`src/hw/rtl/afdv_pkg.sv`:
```
// Shared types and constants for the AUROC/fold vector block.
// No dependencies.
package afdv_pkg;

    typedef struct packed {
        logic signed [31:0] sample_value;
        logic               in_group;
        logic [23:0]        column_scale;
        logic               last_element;
    } t_in_word;

    typedef struct packed {
        logic signed [31:0] fold_ratio;
        logic [16:0]        auroc_value;
        logic               saturated;
    } t_out_word;

    typedef enum logic [3:0] {
        ST_IDLE,
        ST_SCALE,
        ST_SCAN_RD,
        ST_SCAN,
        ST_STORE,
        ST_MEAN,
        ST_FOLD,
        ST_AUROC,
        ST_EMIT
    } t_state;

    localparam logic signed [47:0] SCALED_MAX = 48'sh7FFF_FFFF_FFFF;
    localparam logic signed [47:0] SCALED_MIN = 48'sh8000_0000_0000;
    localparam logic [16:0]        AUROC_ONE  = 17'd65536;

endpackage

```
`src/hw/rtl/afdv_front.sv`:
```
// Front part: accepts words into a two-entry queue.
// Depends on afdv_pkg.
module afdv_front (
    input  logic              i_clk,
    input  logic              i_rst_n,
    input  logic              i_push,
    input  afdv_pkg::t_in_word i_word,
    input  logic              i_pop,
    output logic              o_full,
    output logic              o_valid,
    output afdv_pkg::t_in_word o_word
);
    afdv_pkg::t_in_word r_q [2];
    logic r_wp, r_rp;
    logic [1:0] r_cnt;

    always_ff @(posedge i_clk) begin
        if (!i_rst_n) begin
            r_wp  <= 1'b0;
            r_rp  <= 1'b0;
            r_cnt <= '0;
        end else begin
            if (i_push) r_wp <= ~r_wp;
            if (i_pop)  r_rp <= ~r_rp;
            r_cnt <= r_cnt + {1'b0, i_push} - {1'b0, i_pop};
        end
    end

    always_ff @(posedge i_clk) begin
        if (i_push) r_q[r_wp] <= i_word;
    end

    assign o_full  = (r_cnt == 2'd2);
    assign o_valid = (r_cnt != 2'd0);
    assign o_word  = r_q[r_rp];
endmodule

```
`config.mk`:
```
export PLATFORM = sky130hd
export DESIGN_NAME = afdv_front
export DESIGN_NICKNAME = d
export VERILOG_FILES = /design/src/hw/rtl/afdv_pkg.sv /design/src/hw/rtl/afdv_front.sv
export SDC_FILE = /design/constraint.sdc
export NUM_CORES = 1
export LEC_CHECK = 0
export BUFFER_PORTS_ARGS = -buffer_cell sky130_fd_sc_hd__buf_2
export CORE_ASPECT_RATIO = 2
export CORE_MARGIN = 2
export CORE_UTILIZATION = 52
export CTS_BUF_LIST = sky130_fd_sc_hd__clkbuf_4 sky130_fd_sc_hd__clkbuf_8 sky130_fd_sc_hd__clkbuf_16
export DETAILED_ROUTE_END_ITERATION = 10
export PLACE_DENSITY = 0.78
export REMOVE_ABC_BUFFERS = 1
export SETUP_SLACK_MARGIN = 0.15
export SYNTH_ARGS = -nofsm -noshare
export SYNTH_HDL_FRONTEND = slang
export SYNTH_SLANG_ARGS = --single-unit
```
`constraint.sdc`:
```
create_clock -name i_clk -period 4.7 [get_ports i_clk]
set_input_delay 0.94 -clock i_clk [delete_from_list [all_inputs] [get_ports i_clk]]
set_output_delay 0.94 -clock i_clk [all_outputs]
set_load 0.005 [all_outputs]
```
== After elaboration in Yosys (flattened, before gate mapping) ==
Memory sizes are Yosys's and may differ from the RTL's. A register that Yosys moved wholly into a read port is not among the register bits.
Cells that the tools add are included.

* $add $sub $neg: 2
* $mul: 0
* Divide/modulo/power cells: 0
* Order comparisons: 0
* Equal/unequal tests: 1
* Shift-type cells: 0
* Muxes and demuxes: 4
* Bitwise operators: 2
* Reduce and logical (&&, ||, !) cells: 1

{| class="wikitable"
|+ Operator list
! cell !! number
|-
| $mux W1 || 4
|-
| $add A2 B1 Y2 || 1
|-
| $eq A2 B2 Y1 const B || 1
|-
| $not A1 Y1 || 2
|-
| $reduce_bool A2 Y1 || 1
|-
| $sub A2 B1 Y2 || 1
|}

* Bits in registers: 4
* Bits in latches: 0
* Memory bits (writable): 116
* Memory bits (read-only): 0
* Output and inout bits: 60
* Word-level logic and storage cells: 14
* Memories: 1

{| class="wikitable"
|+ Memory list
! memory !! depth !! bits a word !! rd ports !! clocked after memory_dff !! write ports !! line !! source
|-
| r_q || 2 || 58 || 1 || 1 || 1 || afdv_front.sv:13 || <nowiki>afdv_pkg::t_in_word r_q [2];</nowiki>
|}

== Depth between registers and ports, before layout ==
* Depth after elaboration: 3
* Mapped depth: 6
* Gate-level depth less buffers: 6

== Worst setup path before layout ==
OpenSTA, ideal clock, no wires.

* Path kind: input to register
* From: input i_push
* To: memory r_q[0][0] (netlist bit) (enable)
* Setup time: 0.482 ns
* Arrival time: 3.529 ns
* Required time: 4.218 ns
* Slack: 0.689 ns
* Stages on the path: 1
* Cell sequence: nor2b_1

* Longest elaborated chain between the ends: 2

{| class="wikitable"
|+ Ends and longest elaborated chain
! element !! line !! source
|-
| start: declaration || afdv_front.sv:6 || <nowiki>input logic i_push,</nowiki>
|-
| $mux W1 || afdv_front.sv:30 || <nowiki>if (i_push) r_q[r_wp] <= i_word;</nowiki>
|-
| $mux W1 (not written as such) || afdv_front.sv:30 ||
|-
| end: declaration || afdv_front.sv:13 ||
|}

Every way passes these cells.

==> results.yml <==
global_route:
  grt_first_pass_wirelength_um: 10690
  grt_max_degree: 59
  grt_remaining_overflow: 0
  grt_pass1_vias: 2305
  antenna_found_initial: 0
  grt_usage_pct: 15.56
sta:
  drv_slew: 0
  slew_headroom_pct: 42.13
  fmax_mhz: 352.1
  whs_ns: 0.5824
  clock_skew_ns: 0.005878
  rsz0062_at_grt: "false"
  setup_tns_ns: 0
  period_share_pct: 60.42
  worstMarginPinSlew_ns: 0.8681
  setup_viol: 0
  hold_viol_final: 0
  min_period_ns: 2.840
placement:
  io_buffer_count: 121
  gp_congestion: 0.6953
  dp_hpwl_um: 4831
cts:
  cts_buffers: 17
  clk_latency_ns: 0.40
  cts.repair.resized: 0
  cts_setup_buffers: 0
  cts-htree-levels: 4
  clock-root-buffer: "clkbuf_16"
  postCtsHoldBufs: 0
  clkTransAtPathRegs_ns: 0.05
  cts_sinks: 121
  cts_buffer_depth: 2
  cts_tree: "done"
status:
  status: "complete, no violations"
finish:
  diodes: 0
  layout-drive-gt1-share_pct: 60.86
  layout_commonest_cell: "buf_2"
  area_growth_pct: 28.07
  fill_cells: 577
  nets: 401
  layout_common_cells: "buf_2, edfxtp_1, mux2_2"
yosys:
  synth_ff_type: "edfxtp_1"
  synth_cells: 201
  synth.avg_cell_area_um2: 22.33
  ys_seq_area_share_pct: 79.84
  syn_area_um2: 4488
  yosysWarnings: 0
  synth_enable_flop_cells: 116
  ys_types: 14
  ys_ff_latch: 121
  async_flop_share_pct: 0
route:
  vias: 2255
  drt-wirelength-per-cell_um: 16.38
  drc: 0
  first_pass_iters: 4
  wl_um: 7369
  postRouteAntennaNets: 0
  via_per_inst: 5.011
  drt_iter0_drc: 141
worst_setup_path:
  critPathRequiredTime_ns: 3.76
  path_class: "reg2out"
  worst_setup_path_end_kind: "output pin"
  r2r.worst_path.cells: 2
  critPathArrivalTime_ns: 1.90
  r2r_end: "r_q[1][28]"
  r2r_setup_slack_ns: 2.83
  cp_max_fo: 58
  start_kind: "flip-flop"
  r2r_start: "r_wp"
power:
  peakVddDrop_uv: 372.0
  p_total_mw: 2.681
  p_leak_nw: 2.265
  pwr_density_cell_nw_per_um2: 466.4
worst_hold_path:
  hold_class: "reg2reg"
  hold_start: "r_rp"
  min_path_cells: 2
floorplanning:
  die_h_um: 135.4
  initial_core_util_pct: 52.63
  rows: 48
  coreArea_um2: 8528
  die-area_um2: 9435
  ios: 122
  die_x_um: 69.69
job:
  drv_cap: 0
## synthesized netlist by cell type, types with 2 or more instances
cell type  number  share of area (%)
mux2_2         38                9.5
inv_1           2               0.17
nor2b_1         4               0.56
and2_1          4               0.56
buf_2           3               0.33
edfxtp_1      116                 78
buf_6           3               0.75
mux2_4         20                6.7
dfxtp_1         5                2.2
ha_1            2               0.56
## flip-flops by register name, summed over array words and instances (netlist names), named ones only
name,flops
r_cnt,2
r_q,116
r_rp,1
r_wp,1
## layout make-up
| class | instances | area (µm²) | area share, % |
|---|---|---|---|
| Clock buffer | 19 | 440.4 | 7.662 |
| Clock inverter | 13 | 110.1 | 1.916 |
| Inverter | 2 | 7.507 | 0.1306 |
| Multi-Input combinational cell | 72 | 857.1 | 14.91 |
| Sequential cell | 121 | 3587 | 62.41 |
| Tap cell | 100 | 125.1 | 2.177 |
| Timing Repair Buffer | 123 | 620.6 | 10.80 |
## logic make-up after synthesis
kind of cell,synth area share [%]
DFF,79.84
muxes,16.23
and+or+nand+nor,1.254
buffers and inverters,1.254
xor gates and xnor gates,0.6970
adders and majority gates,0.5575
AOI/OAI and AO/OA,0.1673
## worst max-delay path by stage
stage | startpoint | end | slack (ns)
final | flip-flop | o_word[1] | 1.86
after global routing | flip-flop | o_word[33] | 1.76
after CTS | flip-flop | o_word[18] | 1.81
after detailed placement | i_push | r_q[0][15] | 2.06
after global placement | i_push | r_q[0][15] | 2.07
after floorplan | i_push | r_q[0][0] | 0.69
## worst max-delay path, cell delays in order (launching register included)
cell,delay [ns]
dfxtp_4,0.92
mux2_2,0.44
buf_2,0.13
## per-stage QoR
step	utilization, %	area, µm²	std cells	setup WS, ns
3_3_place_gp	60.94	5197	418	2.074
4_1_cts	67.40	5748	450	1.815
2_1_floorplan	-	4439	195	0.6890
5_1_grt	67.40	5748	450	1.764
6_report	67.40	5748	450	1.860
3_5_place_dp	60.94	5197	418	2.057
## where the power goes
| group | switching, mW | internal, mW | leakage [nW] |
|---|---|---|---|
| Sequential | 0.0361 | 1.25 | 1.13 |
| Combinational | 0.0873 | 0.133 | 0.853 |
| Clock | 0.401 | 0.774 | 0.281 |
## metal layers
metal  vias to the layer above  wire, µm  GRT usage (%)
li1                       1064         -              -
met1                      1097      2629          14.84
met2                        75      4102          27.46
met3                        19       439          6.771
met4                         0       198          8.868
met5                         -         0              0
Note: power is estimated with default switching activity, not from simulation.
